File: config.mk
export PLATFORM = sky130hd
export DESIGN_NAME = rotary_encoder_event_unit_core_flat
export DESIGN_NICKNAME = d
export VERILOG_FILES = /design/src/rtl/rei_pkg.sv /design/src/rtl/rei_req_if.sv /design/src/rtl/rei_rsp_if.sv /design/src/rtl/rei_front.sv /design/src/rtl/rei_back.sv /design/src/rtl/rotary_encoder_event_unit_core.sv /design/src/flat_wrapper.sv
export SDC_FILE = /design/constraint.sdc
export NUM_CORES = 1
export LEC_CHECK = 0
export BUFFER_PORTS_ARGS = -buffer_cell sky130_fd_sc_hd__buf_2
export CAP_MARGIN = 15
export CORE_ASPECT_RATIO = 1.75
export CORE_MARGIN = 2
export CORE_UTILIZATION = 56
export CTS_BUF_LIST = sky130_fd_sc_hd__clkbuf_16
export CTS_CLUSTER_DIAMETER = 50
export DETAILED_ROUTE_END_ITERATION = 7
export PLACE_DENSITY_LB_ADDON = 0.2
export SETUP_SLACK_MARGIN = 0.05
export SYNTH_ARGS = -nofsm -noshare
export SYNTH_HDL_FRONTEND = slang
export SYNTH_SLANG_ARGS = --single-unit
File: constraint.sdc
create_clock -name clock -period 7.05 [get_ports clock]
set_input_delay 1.0575 -clock clock [delete_from_list [all_inputs] [get_ports clock]]
set_output_delay 1.0575 -clock clock [all_outputs]
set_load 0.005 [all_outputs]
File: src/rtl/rei_pkg.sv
`timescale 1ns / 1ps
// ----------------------------------------------------------------------------
// Rotary encoder event unit package
// Shared widths, codes, command and event types, and the quadrature table.
// ----------------------------------------------------------------------------
package rei_pkg;

   // Field widths.
   localparam int unsigned TIME_W   = 32;
   localparam int unsigned PERIOD_W = 10;
   localparam int unsigned DEB_W    = 4;
   localparam int unsigned SPD_W    = 5;
   localparam int unsigned CSR_IDX_W = 2;
   localparam int unsigned CSR_DATA_W = 10;
   localparam int unsigned PENDING_W = 4;
   localparam int unsigned ACC_W    = 6;

   // Default event queue depth.
   localparam int unsigned QUEUE_DEPTH_DEF = 8;

   // Register reset values.
   localparam logic [PERIOD_W-1:0] SAMPLE_PERIOD_RST = 10'd10;
   localparam logic [DEB_W-1:0]    DEBOUNCE_RST      = 4'd3;
   localparam logic [SPD_W-1:0]    STEPS_RST         = 5'd4;

   // Register indexes.
   typedef enum logic [CSR_IDX_W-1:0] {
      CSR_SAMPLE_PERIOD = 2'd0,
      CSR_DEBOUNCE      = 2'd1,
      CSR_STEPS         = 2'd2,
      CSR_UNUSED        = 2'd3
   } csr_idx_type;

   // Command opcodes.
   typedef enum logic [1:0] {
      OP_SAMPLE = 2'd0,
      OP_AB     = 2'd1,
      OP_POP    = 2'd2,
      OP_INIT   = 2'd3
   } op_type;

   // Event kinds.
   typedef enum logic [1:0] {
      KIND_CW       = 2'd0,
      KIND_CCW      = 2'd1,
      KIND_PRESSED  = 2'd2,
      KIND_RELEASED = 2'd3
   } kind_type;

   // Configuration register set.
   typedef struct packed {
      logic [PERIOD_W-1:0] sample_period_ms;
      logic [DEB_W-1:0]    debounce_samples;
      logic [SPD_W-1:0]    steps_per_detent;
   } cfg_type;

   // Classified command handed from the front to the back.
   typedef struct packed {
      op_type            op;
      logic [TIME_W-1:0] time_ms;
      logic              sw_pin;
      logic [1:0]        ab_pins;
   } cmd_type;

   // One queued event.
   typedef struct packed {
      kind_type          kind;
      logic [TIME_W-1:0] time_ms;
      logic              level;
   } event_type;

   // Quadrature step for the previous state in bits 3:2 and the new state in 1:0.
   function automatic logic signed [1:0] quad_step(input logic [3:0] idx);
      logic signed [1:0] step;
      case (idx) inside
         4'd1, 4'd7, 4'd8, 4'd14:  step = -2'sd1;
         4'd2, 4'd4, 4'd11, 4'd13: step = 2'sd1;
         default:                  step = 2'sd0;
      endcase
      return step;
   endfunction

endpackage

File: src/rtl/rei_req_if.sv
`timescale 1ns / 1ps
// ----------------------------------------------------------------------------
// Request channel interface
// Carries one command word from the source to the sink.
// ----------------------------------------------------------------------------
interface rei_req_if;
   import rei_pkg::*;

   logic              valid;
   logic              ready;
   logic [1:0]        opcode;
   logic [TIME_W-1:0] time_ms;
   logic              sw_pin;
   logic [1:0]        ab_pins;

   modport source (output valid, output opcode, output time_ms, output sw_pin,
                   output ab_pins, input ready);
   modport sink   (input valid, input opcode, input time_ms, input sw_pin,
                   input ab_pins, output ready);
endinterface

File: src/rtl/rei_rsp_if.sv
`timescale 1ns / 1ps
// ----------------------------------------------------------------------------
// Response channel interface
// Carries one result word from the source to the sink.
// ----------------------------------------------------------------------------
interface rei_rsp_if;
   import rei_pkg::*;

   logic                 valid;
   logic                 ready;
   logic                 event_valid;
   logic [1:0]           event_kind;
   logic [TIME_W-1:0]    event_time_ms;
   logic                 event_sw_level;
   logic [PENDING_W-1:0] pending_count;

   modport source (output valid, output event_valid, output event_kind,
                   output event_time_ms, output event_sw_level,
                   output pending_count, input ready);
   modport sink   (input valid, input event_valid, input event_kind,
                   input event_time_ms, input event_sw_level,
                   input pending_count, output ready);
endinterface

File: src/rtl/rei_front.sv
`timescale 1ns / 1ps
// ----------------------------------------------------------------------------
// Rotary encoder event unit front
// Accepts request words, classifies the opcode and holds the commands in a
// two-entry queue for the back.
// ----------------------------------------------------------------------------
module rei_front (
   input  logic              clock,
   input  logic              reset,
   rei_req_if.sink           req_chan,
   output rei_pkg::cmd_type  q_cmd,
   output logic              q_valid,
   input  logic              q_ready
);
   import rei_pkg::*;

   cmd_type    entry_ff [2];
   logic       wr_ptr_ff, wr_ptr_in;
   logic       rd_ptr_ff, rd_ptr_in;
   logic [1:0] fill_ff, fill_in;
   logic       push, pop;
   cmd_type    cmd_new;

   // Classify the incoming word.
   always_comb begin
      cmd_new.op      = op_type'(req_chan.opcode);
      cmd_new.time_ms = req_chan.time_ms;
      cmd_new.sw_pin  = req_chan.sw_pin;
      cmd_new.ab_pins = req_chan.ab_pins;
   end

   assign req_chan.ready = (fill_ff != 2'd2);
   assign q_valid        = (fill_ff != 2'd0);
   assign q_cmd          = entry_ff[rd_ptr_ff];
   assign push           = req_chan.valid && req_chan.ready;
   assign pop            = q_valid && q_ready;

   // Queue pointers and fill level.
   always_comb begin
      wr_ptr_in = push ? ~wr_ptr_ff : wr_ptr_ff;
      rd_ptr_in = pop ? ~rd_ptr_ff : rd_ptr_ff;
      fill_in   = fill_ff;
      if (push && !pop) begin
         fill_in = fill_ff + 2'd1;
      end else if (pop && !push) begin
         fill_in = fill_ff - 2'd1;
      end
   end

   always_ff @(posedge clock) begin
      if (reset) begin
         wr_ptr_ff <= 1'b0;
         rd_ptr_ff <= 1'b0;
         fill_ff   <= 2'd0;
      end else begin
         wr_ptr_ff <= wr_ptr_in;
         rd_ptr_ff <= rd_ptr_in;
         fill_ff   <= fill_in;
      end
   end

   // Queue storage.
   always_ff @(posedge clock) begin
      if (push) begin
         entry_ff[wr_ptr_ff] <= cmd_new;
      end
   end

endmodule

File: src/rtl/rei_back.sv
`timescale 1ns / 1ps
// ----------------------------------------------------------------------------
// Rotary encoder event unit back
// Executes one command per cycle while the response register is free: switch
// debounce, quadrature decode, event queue, and the registered response word.
// ----------------------------------------------------------------------------
module rei_back #(
   parameter int unsigned QUEUE_DEPTH = rei_pkg::QUEUE_DEPTH_DEF
) (
   input  logic              clock,
   input  logic              reset,
   input  rei_pkg::cfg_type  cfg,
   input  rei_pkg::cmd_type  q_cmd,
   input  logic              q_valid,
   output logic              q_ready,
   rei_rsp_if.source         rsp_chan
);
   import rei_pkg::*;

   localparam int unsigned PTR_W = $clog2(QUEUE_DEPTH);
   localparam int unsigned CNT_W = $clog2(QUEUE_DEPTH + 1);
   localparam logic [PTR_W-1:0] PTR_LAST = PTR_W'(QUEUE_DEPTH - 1);
   localparam logic [CNT_W-1:0] CNT_FULL = CNT_W'(QUEUE_DEPTH);

   // Debounce and decoder state.
   logic              stable_ff, stable_in;
   logic              cand_ff, cand_in;
   logic [DEB_W-1:0]  cand_cnt_ff, cand_cnt_in;
   logic [TIME_W-1:0] last_time_ff, last_time_in;
   logic [1:0]        last_ab_ff, last_ab_in;
   logic [ACC_W-1:0]  acc_ff, acc_in;

   // Event queue state.
   event_type         mem [QUEUE_DEPTH];
   logic [PTR_W-1:0]  wr_ptr_ff, wr_ptr_in;
   logic [PTR_W-1:0]  rd_ptr_ff, rd_ptr_in;
   logic [CNT_W-1:0]  count_ff, count_in;

   // Response register.
   logic              rsp_valid_ff, rsp_valid_in;
   logic              ev_valid_ff;
   event_type         ev_data_ff;
   logic [CNT_W-1:0]  rsp_count_ff;

   logic              fire;
   logic              push_req, push, pop_ok;
   event_type         push_entry;
   logic [TIME_W-1:0] elapsed;
   logic              sample_ok;
   logic [DEB_W-1:0]  cnt_sat;
   logic signed [1:0] delta;
   logic signed [ACC_W:0] acc_sum;
   logic signed [ACC_W:0] lim;

   assign fire    = q_valid && (!rsp_valid_ff || rsp_chan.ready);
   assign q_ready = !rsp_valid_ff || rsp_chan.ready;

   // Command execution.
   always_comb begin
      stable_in    = stable_ff;
      cand_in      = cand_ff;
      cand_cnt_in  = cand_cnt_ff;
      last_time_in = last_time_ff;
      last_ab_in   = last_ab_ff;
      acc_in       = acc_ff;
      wr_ptr_in    = wr_ptr_ff;
      rd_ptr_in    = rd_ptr_ff;
      count_in     = count_ff;
      push_req     = 1'b0;
      pop_ok       = 1'b0;
      push_entry.kind    = KIND_CW;
      push_entry.time_ms = q_cmd.time_ms;
      push_entry.level   = stable_ff;

      elapsed   = q_cmd.time_ms - last_time_ff;
      sample_ok = (elapsed >= {{(TIME_W-PERIOD_W){1'b0}}, cfg.sample_period_ms});
      cnt_sat   = (cand_cnt_ff < cfg.debounce_samples) ? cand_cnt_ff + 1'b1 : cand_cnt_ff;
      delta     = quad_step({last_ab_ff, q_cmd.ab_pins});
      acc_sum   = $signed({acc_ff[ACC_W-1], acc_ff})
                  + $signed({{(ACC_W-1){delta[1]}}, delta});
      lim       = $signed({{(ACC_W+1-SPD_W){1'b0}}, cfg.steps_per_detent});

      if (fire) begin
         unique case (q_cmd.op)
            OP_SAMPLE: begin
               if (sample_ok) begin
                  last_time_in = q_cmd.time_ms;
                  if (q_cmd.sw_pin != cand_ff) begin
                     cand_in     = q_cmd.sw_pin;
                     cand_cnt_in = DEB_W'(1);
                  end else begin
                     cand_cnt_in = cnt_sat;
                     if (cnt_sat >= cfg.debounce_samples && stable_ff != cand_ff) begin
                        stable_in          = cand_ff;
                        push_req           = 1'b1;
                        push_entry.kind    = cand_ff ? KIND_RELEASED : KIND_PRESSED;
                        push_entry.level   = cand_ff;
                     end
                  end
               end
            end
            OP_AB: begin
               last_ab_in = q_cmd.ab_pins;
               if (delta != 2'sd0) begin
                  if (acc_sum >= lim) begin
                     acc_in          = '0;
                     push_req        = 1'b1;
                     push_entry.kind = KIND_CW;
                  end else if (acc_sum <= -lim) begin
                     acc_in          = '0;
                     push_req        = 1'b1;
                     push_entry.kind = KIND_CCW;
                  end else begin
                     acc_in = acc_sum[ACC_W-1:0];
                  end
               end
            end
            OP_POP: begin
               if (count_ff != '0) begin
                  pop_ok    = 1'b1;
                  rd_ptr_in = (rd_ptr_ff == PTR_LAST) ? '0 : rd_ptr_ff + 1'b1;
                  count_in  = count_ff - 1'b1;
               end
            end
            OP_INIT: begin
               stable_in    = q_cmd.sw_pin;
               cand_in      = q_cmd.sw_pin;
               cand_cnt_in  = '0;
               last_time_in = q_cmd.time_ms;
               last_ab_in   = q_cmd.ab_pins;
               acc_in       = '0;
               wr_ptr_in    = '0;
               rd_ptr_in    = '0;
               count_in     = '0;
            end
            default: begin
               last_ab_in = last_ab_ff;
            end
         endcase
      end

      // A new event is dropped when the queue is full.
      push = push_req && (count_ff < CNT_FULL);
      if (push) begin
         wr_ptr_in = (wr_ptr_ff == PTR_LAST) ? '0 : wr_ptr_ff + 1'b1;
         count_in  = count_ff + 1'b1;
      end
   end

   // Response valid is set on each executed command and cleared when taken.
   always_comb begin
      rsp_valid_in = rsp_valid_ff;
      if (fire) begin
         rsp_valid_in = 1'b1;
      end else if (rsp_chan.ready) begin
         rsp_valid_in = 1'b0;
      end
   end

   // Control state.
   always_ff @(posedge clock) begin
      if (reset) begin
         stable_ff    <= 1'b1;
         cand_ff      <= 1'b1;
         cand_cnt_ff  <= '0;
         last_time_ff <= '0;
         last_ab_ff   <= 2'b00;
         acc_ff       <= '0;
         wr_ptr_ff    <= '0;
         rd_ptr_ff    <= '0;
         count_ff     <= '0;
         rsp_valid_ff <= 1'b0;
      end else begin
         stable_ff    <= stable_in;
         cand_ff      <= cand_in;
         cand_cnt_ff  <= cand_cnt_in;
         last_time_ff <= last_time_in;
         last_ab_ff   <= last_ab_in;
         acc_ff       <= acc_in;
         wr_ptr_ff    <= wr_ptr_in;
         rd_ptr_ff    <= rd_ptr_in;
         count_ff     <= count_in;
         rsp_valid_ff <= rsp_valid_in;
      end
   end

   // Event memory with the read data registered straight into the response.
   always_ff @(posedge clock) begin
      if (push) begin
         mem[wr_ptr_ff] <= push_entry;
      end
      if (pop_ok) begin
         ev_data_ff <= mem[rd_ptr_ff];
      end
   end

   // Response payload.
   always_ff @(posedge clock) begin
      if (fire) begin
         ev_valid_ff  <= pop_ok;
         rsp_count_ff <= count_in;
      end
   end

   assign rsp_chan.valid          = rsp_valid_ff;
   assign rsp_chan.event_valid    = ev_valid_ff;
   assign rsp_chan.event_kind     = ev_valid_ff ? ev_data_ff.kind : KIND_CW;
   assign rsp_chan.event_time_ms  = ev_valid_ff ? ev_data_ff.time_ms : '0;
   assign rsp_chan.event_sw_level = ev_valid_ff ? ev_data_ff.level : 1'b0;
   assign rsp_chan.pending_count  = PENDING_W'(rsp_count_ff);

   // The queue never holds more events than it has entries.
   a_count_bound: assert property (@(posedge clock) disable iff (reset)
      count_ff <= CNT_FULL)
      else $error("event count exceeds queue depth");

   // A successful pop removes exactly one event.
   a_pop_count: assert property (@(posedge clock) disable iff (reset)
      (fire && q_cmd.op == OP_POP && count_ff != '0)
      |=> (count_ff == $past(count_ff) - 1'b1) && ev_valid_ff)
      else $error("pop did not remove one event");

   // Init empties the queue and clears the accumulator.
   a_init_clear: assert property (@(posedge clock) disable iff (reset)
      (fire && q_cmd.op == OP_INIT)
      |=> (count_ff == '0) && (acc_ff == '0) && !ev_valid_ff)
      else $error("init did not clear state");

endmodule

File: src/rtl/rotary_encoder_event_unit_core.sv
`timescale 1ns / 1ps
// ----------------------------------------------------------------------------
// Rotary encoder event unit core
// Quadrature decoder with debounced push switch and a timestamped event queue.
// ----------------------------------------------------------------------------
// Usage:
//   req_chan carries one command word: switch sample, A/B pin change, pop or
//   init, with the current millisecond time and the pin levels.
//   rsp_chan returns exactly one result word per command, in order. A pop
//   that finds an event returns it with event_valid set; every other word
//   reports only pending_count.
//   The csr_ port writes one of sample period, debounce count and steps per
//   detent at a time; write them only while no command is in flight.
// Pipeline and throughput:
//   An accepted command is held in the front queue register and is then
//   executed into the result register. One command is taken every cycle
//   while rsp_chan does not stall; the execution stage updates all state
//   as it executes each command.
// Reset and stall:
//   Reset restores the register defaults, releases the switch and empties
//   the queue. When rsp_chan stalls, the result register holds and the
//   two-entry front queue absorbs commands until it fills, then drops ready.
// ----------------------------------------------------------------------------
module rotary_encoder_event_unit_core #(
   parameter int unsigned QUEUE_DEPTH = rei_pkg::QUEUE_DEPTH_DEF
) (
   input  logic                              clock,
   input  logic                              reset,
   rei_req_if.sink                           req_chan,
   rei_rsp_if.source                         rsp_chan,
   input  logic                              csr_we,
   input  logic [rei_pkg::CSR_IDX_W-1:0]     csr_index,
   input  logic [rei_pkg::CSR_DATA_W-1:0]    csr_wdata
);
   import rei_pkg::*;

   cfg_type cfg_ff, cfg_in;
   cmd_type q_cmd;
   logic    q_valid;
   logic    q_ready;

   // Configuration register write decode.
   always_comb begin
      cfg_in = cfg_ff;
      if (csr_we) begin
         unique case (csr_idx_type'(csr_index))
            CSR_SAMPLE_PERIOD: cfg_in.sample_period_ms = csr_wdata[PERIOD_W-1:0];
            CSR_DEBOUNCE:      cfg_in.debounce_samples = csr_wdata[DEB_W-1:0];
            CSR_STEPS:         cfg_in.steps_per_detent = csr_wdata[SPD_W-1:0];
            default:           cfg_in = cfg_ff;
         endcase
      end
   end

   always_ff @(posedge clock) begin
      if (reset) begin
         cfg_ff.sample_period_ms <= SAMPLE_PERIOD_RST;
         cfg_ff.debounce_samples <= DEBOUNCE_RST;
         cfg_ff.steps_per_detent <= STEPS_RST;
      end else begin
         cfg_ff <= cfg_in;
      end
   end

   rei_front u_front (
      .clock    (clock),
      .reset    (reset),
      .req_chan (req_chan),
      .q_cmd    (q_cmd),
      .q_valid  (q_valid),
      .q_ready  (q_ready)
   );

   rei_back #(
      .QUEUE_DEPTH (QUEUE_DEPTH)
   ) u_back (
      .clock    (clock),
      .reset    (reset),
      .cfg      (cfg_ff),
      .q_cmd    (q_cmd),
      .q_valid  (q_valid),
      .q_ready  (q_ready),
      .rsp_chan (rsp_chan)
   );

endmodule

File: src/flat_wrapper.sv
// flat-port wrapper written by rule: the top's interface ports become plain ports
module rotary_encoder_event_unit_core_flat import rei_pkg::*;
#(
   parameter int unsigned QUEUE_DEPTH = rei_pkg::QUEUE_DEPTH_DEF
)
  (clock, reset, csr_we, csr_index, csr_wdata, req_chan_valid, req_chan_opcode, req_chan_time_ms, req_chan_sw_pin, req_chan_ab_pins, req_chan_ready, rsp_chan_valid, rsp_chan_event_valid, rsp_chan_event_kind, rsp_chan_event_time_ms, rsp_chan_event_sw_level, rsp_chan_pending_count, rsp_chan_ready);
  rei_req_if req_chan_i ();
  rei_rsp_if rsp_chan_i ();
  input  logic clock;
  input  logic reset;
  input  logic csr_we;
  input  logic [rei_pkg::CSR_IDX_W-1:0] csr_index;
  input  logic [rei_pkg::CSR_DATA_W-1:0] csr_wdata;
  input wire logic [$bits(req_chan_i.valid)-1:0] req_chan_valid;
  input wire logic [$bits(req_chan_i.opcode)-1:0] req_chan_opcode;
  input wire logic [$bits(req_chan_i.time_ms)-1:0] req_chan_time_ms;
  input wire logic [$bits(req_chan_i.sw_pin)-1:0] req_chan_sw_pin;
  input wire logic [$bits(req_chan_i.ab_pins)-1:0] req_chan_ab_pins;
  output wire logic [$bits(req_chan_i.ready)-1:0] req_chan_ready;
  output wire logic [$bits(rsp_chan_i.valid)-1:0] rsp_chan_valid;
  output wire logic [$bits(rsp_chan_i.event_valid)-1:0] rsp_chan_event_valid;
  output wire logic [$bits(rsp_chan_i.event_kind)-1:0] rsp_chan_event_kind;
  output wire logic [$bits(rsp_chan_i.event_time_ms)-1:0] rsp_chan_event_time_ms;
  output wire logic [$bits(rsp_chan_i.event_sw_level)-1:0] rsp_chan_event_sw_level;
  output wire logic [$bits(rsp_chan_i.pending_count)-1:0] rsp_chan_pending_count;
  input wire logic [$bits(rsp_chan_i.ready)-1:0] rsp_chan_ready;
  assign req_chan_i.valid = req_chan_valid;
  assign req_chan_i.opcode = req_chan_opcode;
  assign req_chan_i.time_ms = req_chan_time_ms;
  assign req_chan_i.sw_pin = req_chan_sw_pin;
  assign req_chan_i.ab_pins = req_chan_ab_pins;
  assign req_chan_ready = req_chan_i.ready;
  assign rsp_chan_valid = rsp_chan_i.valid;
  assign rsp_chan_event_valid = rsp_chan_i.event_valid;
  assign rsp_chan_event_kind = rsp_chan_i.event_kind;
  assign rsp_chan_event_time_ms = rsp_chan_i.event_time_ms;
  assign rsp_chan_event_sw_level = rsp_chan_i.event_sw_level;
  assign rsp_chan_pending_count = rsp_chan_i.pending_count;
  assign rsp_chan_i.ready = rsp_chan_ready;
  rotary_encoder_event_unit_core #(.QUEUE_DEPTH(QUEUE_DEPTH)) u_core (.clock(clock), .reset(reset), .req_chan(req_chan_i), .rsp_chan(rsp_chan_i), .csr_we(csr_we), .csr_index(csr_index), .csr_wdata(csr_wdata));
endmodule
# Word level (Yosys, flattened, before mapping)
# Memories as Yosys holds them, arrays and structs flattened. A register that Yosys moved wholly into a read port is not among the register bits.
# Index checks and enable logic that the tools add are counted.
# classes
addsub	10
n_lt_le_gt_ge	6
eq_ne	22
muxes	65
bitwise	2
n_reduce_logical	35
# op_table
cell	n
$mux W32	2
$pmux W32 S2	1
$ge A32 B10 Y1	1
$sub A32 B32 Y32	1
$mux W1	31
$mux W4	6
$mux W3	6
$mux W6	3
$reduce_bool A2 Y1	9
$eq A4 B4 Y1 const B	4
$mux W2	8
$pmux W4 S2	2
$pmux W6 S2	1
$reduce_and A2 Y1	6
$ne A2 B2 Y1 const B	5
$reduce_and A3 Y1	3
$add A4 B1 Y4 const B	2
$eq A4 B3 Y1 const B	2
$reduce_or A4 Y1	2
$add A6 B2 Y7	1
$ge A7 B6 Y1	1
$le A7 B7 Y1	1
$neg A5 Y7	1
$add A3 B1 Y3 const B	2
other kinds (23)	39
# word_totals
reg_bits	85
mem_bits_rw	354
inputBits	54
out_inout_bits	42
elab_cells	160
n_memories	2
# mem_list
memory	words	word_bits	rd	rd_ports_with_merged_regs	wr	line	rtl
u_core.u_back.mem	8	35	1	1	1	rei_back.sv:34	event_type mem [QUEUE_DEPTH];
u_core.u_front.entry_ff	2	37	1	1	1	rei_front.sv:17	cmd_type entry_ff [2];

# Logic depth before layout (Yosys ltp)
# depth
depth_word	14
mapped_depth	25
ltp_nobuf	21

# Cells and area by module
# From an unflattened synthesis, not the netlist that was laid out.
# hier_totals
hier_cells	1497
hier_area_um2	21638.3
# modules_own_cells
mod	n_inst	cells_per_inst	area_each_um2	seq_area_each_um2
rei_back	1	1279	17934.7	10750.3
rei_front	1	139	2889.0	2322.2
rotary_encoder_event_unit_core	1	79	814.5	380.4

# Least setup slack after synthesis
# No wires, ideal clock.
# synth_timing
kind	register -> register
start	reg with a tool-made name
end	mem u_core.u_back.mem[0][0] (netlist name) (enable)
setup_ps	471
t_arrival_ps	6922
required_ps	6579
slack_ps	-343
stages_incl_launch_ff	24
n_path_buf	3
period_less_slack_ps	7393
path_cell_list	dfxtp_1 buf_2 buf_1 mux2_2 ha_1 nor2b_4 o2111a_1 or2_2 a21o_1 a21oi_1 xnor2_1 ha_1 nand2_1 nor3_1 o31ai_1 o2111ai_1 a2111oi_0 and4_1 nand4_1 or4_4 a21oi_4 buf_6 or2_2 nor3_1
# synth_lines
element	line
end, declared	rei_back.sv:34

==> summary.txt <==
STA
  • Fmax: 165 MHz
  • Skew final: 0.0118 ns
  • Final setup viols: 0
  • Hold_ws: 0.492 ns
  • Hold Fails Final Rpt: 0
  • Setup TNS: 0 ns
  • Unrepaired setup endpoints after global routing: false
  • Fin crit period: 6.07 ns
  • Slew margin rel.: 27.2%
  • Slew @ Worst Pin: 1.08 ns
  • Max-slew violation count: 0
  • Period Utilization, post-route: 86.0%

Worst setup path
  • Critical path fanouts, max: 35
  • CP endpoint kind: flop
  • Critical path class: flop to flop
  • Slowest cell on crit path: or4_4
  • Most common cell on crit path: ha_1
  • Worst setup SP type: flop
  • CP Cell Sequence: mux2_2 -> ha_1 -> nor2b_4 -> o2111a_1 -> or2_2 -> a21o_1 -> a21oi_1 -> xnor2_1 -> ha_1 -> nand2_1 -> nor3_1 -> o31ai_1 -> o2111ai_1 -> a2111oi_0 -> and4_1 -> nand4_1 -> or4_4 -> a21oi_4 -> nand2b_1 -> nor2_4 -> buf_4
  • Slowest stage delay, CP: 0.65 ns
  • Critical Path RT: 7.29 ns
  • Worst Path Arrival: 6.30 ns

Power
  • Static Leak: 0.00820 uW
  • Total power: 8930 uW
  • Max IR drop VDD: 0.342 mV
  • Cell Pwr Density: 376 nW/um2

GRT
  • Global route overflow: 0
  • GRT Total Usage: 23.2%
  • Vias in the first global route: 12355
  • Largest net degree at the start of global routing: 86
  • First-pass GRT wire length: 68700 um
  • Antenna violations before repair: 0

Yosys
  • Number of synthesized flops with an enable pin: 394
  • Netlist cell types: 75
  • Seq/Total Area, Yosys: 63.7%
  • Yosys reg bits: 475
  • Synthesized area per cell: 14.7 um2
  • Cells after synthesis: 1437
  • Synthesized area: 21100 um2
  • Synth Warn #: 0
  • Ys async rst share: 0%
  • Top FF cell, synth: edfxtp_1
  • Syn nets: 1573

Drt
  • DR WL/cell: 21.6 um
  • Post-route ant nets: 0
  • Final wirelength: 44500 um
  • DR iter-0 viols: 670
  • First-pass DRT Iterations: 5
  • Via count: 12177
  • Vias/cell: 5.92
  • DRC viols: 0

Final layout
  • Commonest non-fill, non-tap cell in the layout: edfxtp_1
  • Fill count: 2811
  • # diodes: 0
  • Layout area overhead: 12.5%
  • Area of the multi-input gates: 7250 um2
  • Reg area: 13500 um2
  • Share of layout cells above drive strength 1: 22.3%
  • Design area: 23700 um2
  • Most frequent cells in the layout: edfxtp_1, nor2_1, buf_2
  • Layout Utilization: 63.5%
  • Nets: 1680

CTS
  • Clock Tree Root: clkbuf_16
  • Max Root-Sink Buffers: 3
  • CTS Sinks: 475
  • Worst skew pair latency: 0.55 ns
  • Post-CTS setup buffer count: 0
  • Hold Buf Count CTS: 0
  • CTS tree: done
  • Clock buffer count from CTS: 42
  • Resized cells post-CTS: 0
  • H-tree depth: 2
  • Worst-path clk slew: 0.07 ns

Floorplan
  • Die Y: 261 um
  • Starting Density: 56.4%
  • Die Span X: 151 um
  • Ports: 96
  • Core area: 37400 um2
  • DIE AREA: 39300 um2
  • Num rows: 94

Outcome
  • Outcome: completed

Min path
  • Hold Crit Class: flop to flop

Place
  • Placed Area: 22200 um2
  • PortBufs: 95
  • Gpl congestion: 0.895
  • HPWL Detailed: 29300 um

Run
  • Max-cap violations: 0
-- report_power, final --
part / switching (uW) / total, uW / internal (uW) / leakage (uW)
registers: 122 / 3520 / 3400 / 0.00419
clock network: 1010 / 2440 / 1440 / 0.000733
logic: 1780 / 2970 / 1190 / 0.00328
total: 2910 / 8930 / 6020 / 0.00820
-- routing by layer --
metal  track usage (%)  wire length [um]  vias to the layer above
li1                  -                 -                     5666
met1              26.6             16700                     6140
met2              42.7             24300                      262
met3              2.57              1400                      109
met4              10.7              2080                        0
met5                 0                 0                        -
-- flip-flops by register name (all words and copies together), names as in the netlist, 2 cells and up, named ones only --
register / count
u_core.u_back.last_ab_ff: 2
u_core.u_back.cand_cnt_ff: 4
u_core.cfg_ff: 19
u_core.u_back.mem: 280
u_core.u_front.entry_ff: 74
u_core.u_back.last_time_ff: 32
u_core.u_back.rd_ptr_ff: 3
u_core.u_front.fill_ff: 2
u_core.u_back.acc_ff: 6
u_core.u_back.wr_ptr_ff: 3
u_core.u_back.count_ff: 4
u_core.u_back.ev_data_ff: 35
u_core.u_back.rsp_chan.pending_count: 4
-- logic make-up (layout without fill, tap and decap cells) --
family / Yosys count / in the layout / synth area share [%]
xor+xnor: 40 / 40 / 1.66
mux: 186 / 186 / 13.4
flops: 475 / 475 / 63.7
simple gates: 319 / 319 / 7.56
fa+ha+maj: 82 / 82 / 4.93
compound gates: 206 / 206 / 6.37
buf+inv: 129 / 269 / 2.39
-- Yosys cell counts, types with 5 or more instances --
master      n  area [um2]
dfxtp_1    81        1620
a211oi_1   13        97.6
o21ai_0    31         155
xor2_1     13         114
nor2b_1     8        50.1
xnor2_1    27         236
or3_1       7        43.8
clkbuf_1   32         120
mux4_2     70        1580
buf_2       7        35.0
nor3_1     15        75.1
o211ai_1    6        45.0
a211o_1     7        61.3
edfxtp_1  394       11800
a22oi_1     7        52.6
nand2_1    45         169
inv_1      77         289
o21ai_1     7        35.0
nand3_1    23         115
a21oi_1    68         340
ha_1       80        1000
buf_1      11        41.3
nor2_1    117         439
nand4_1    13        81.3
nand2b_1   23         144
o21a_1      8        60.1
mux2i_1    49         490
a31oi_1     8        50.1
mux2_2     67         754
and2_1     37         231
a21o_1     14         105
nor3b_1     5        37.5
-- final timing paths --
check / cells after the start / from / endpoint / slack [ns]
min: 2 / u_core.cfg_ff[7] / u_core.cfg_ff[7] / 0.49
max reg2reg: 21 / flop / u_core.u_back.mem[5][22] / 0.98
min reg2reg: 2 / u_core.cfg_ff[7] / u_core.cfg_ff[7] / 0.49
max: 21 / flop / u_core.u_back.mem[5][22] / 0.98
-- critical path, delay by kind of cell (launching register included) --
family	cells	cell delay, ns
simple gates	9	2.11
compound gates	7	1.48
fa+ha+maj	2	0.65
flops	1	0.57
mux	1	0.48
buf+inv	1	0.32
xor+xnor	1	0.14
-- metrics by stage --
| stage | cells | worst slack [ns] |
|---|---|---|
| 2_1_floorplan | 1437 | 0.599 |
| 3_3_place_gp | 1978 | 1.15 |
| 3_5_place_dp | 1978 | 1.03 |
| 4_1_cts | 2055 | 0.999 |
| 5_1_grt | 2057 | 0.484 |
| 6_report | 2057 | 0.984 |
-- area by class of cell --
cell class                 count  area share, %
tap                          480           2.53
clock inverter                33           1.62
sequential                   475           56.7
clock buffer                  44           4.64
multi-input combinational    833           30.5
inverter                      77           1.22
timing repair buffer         115           2.80
No activity file was read; power rests on OpenSTA's default activity.
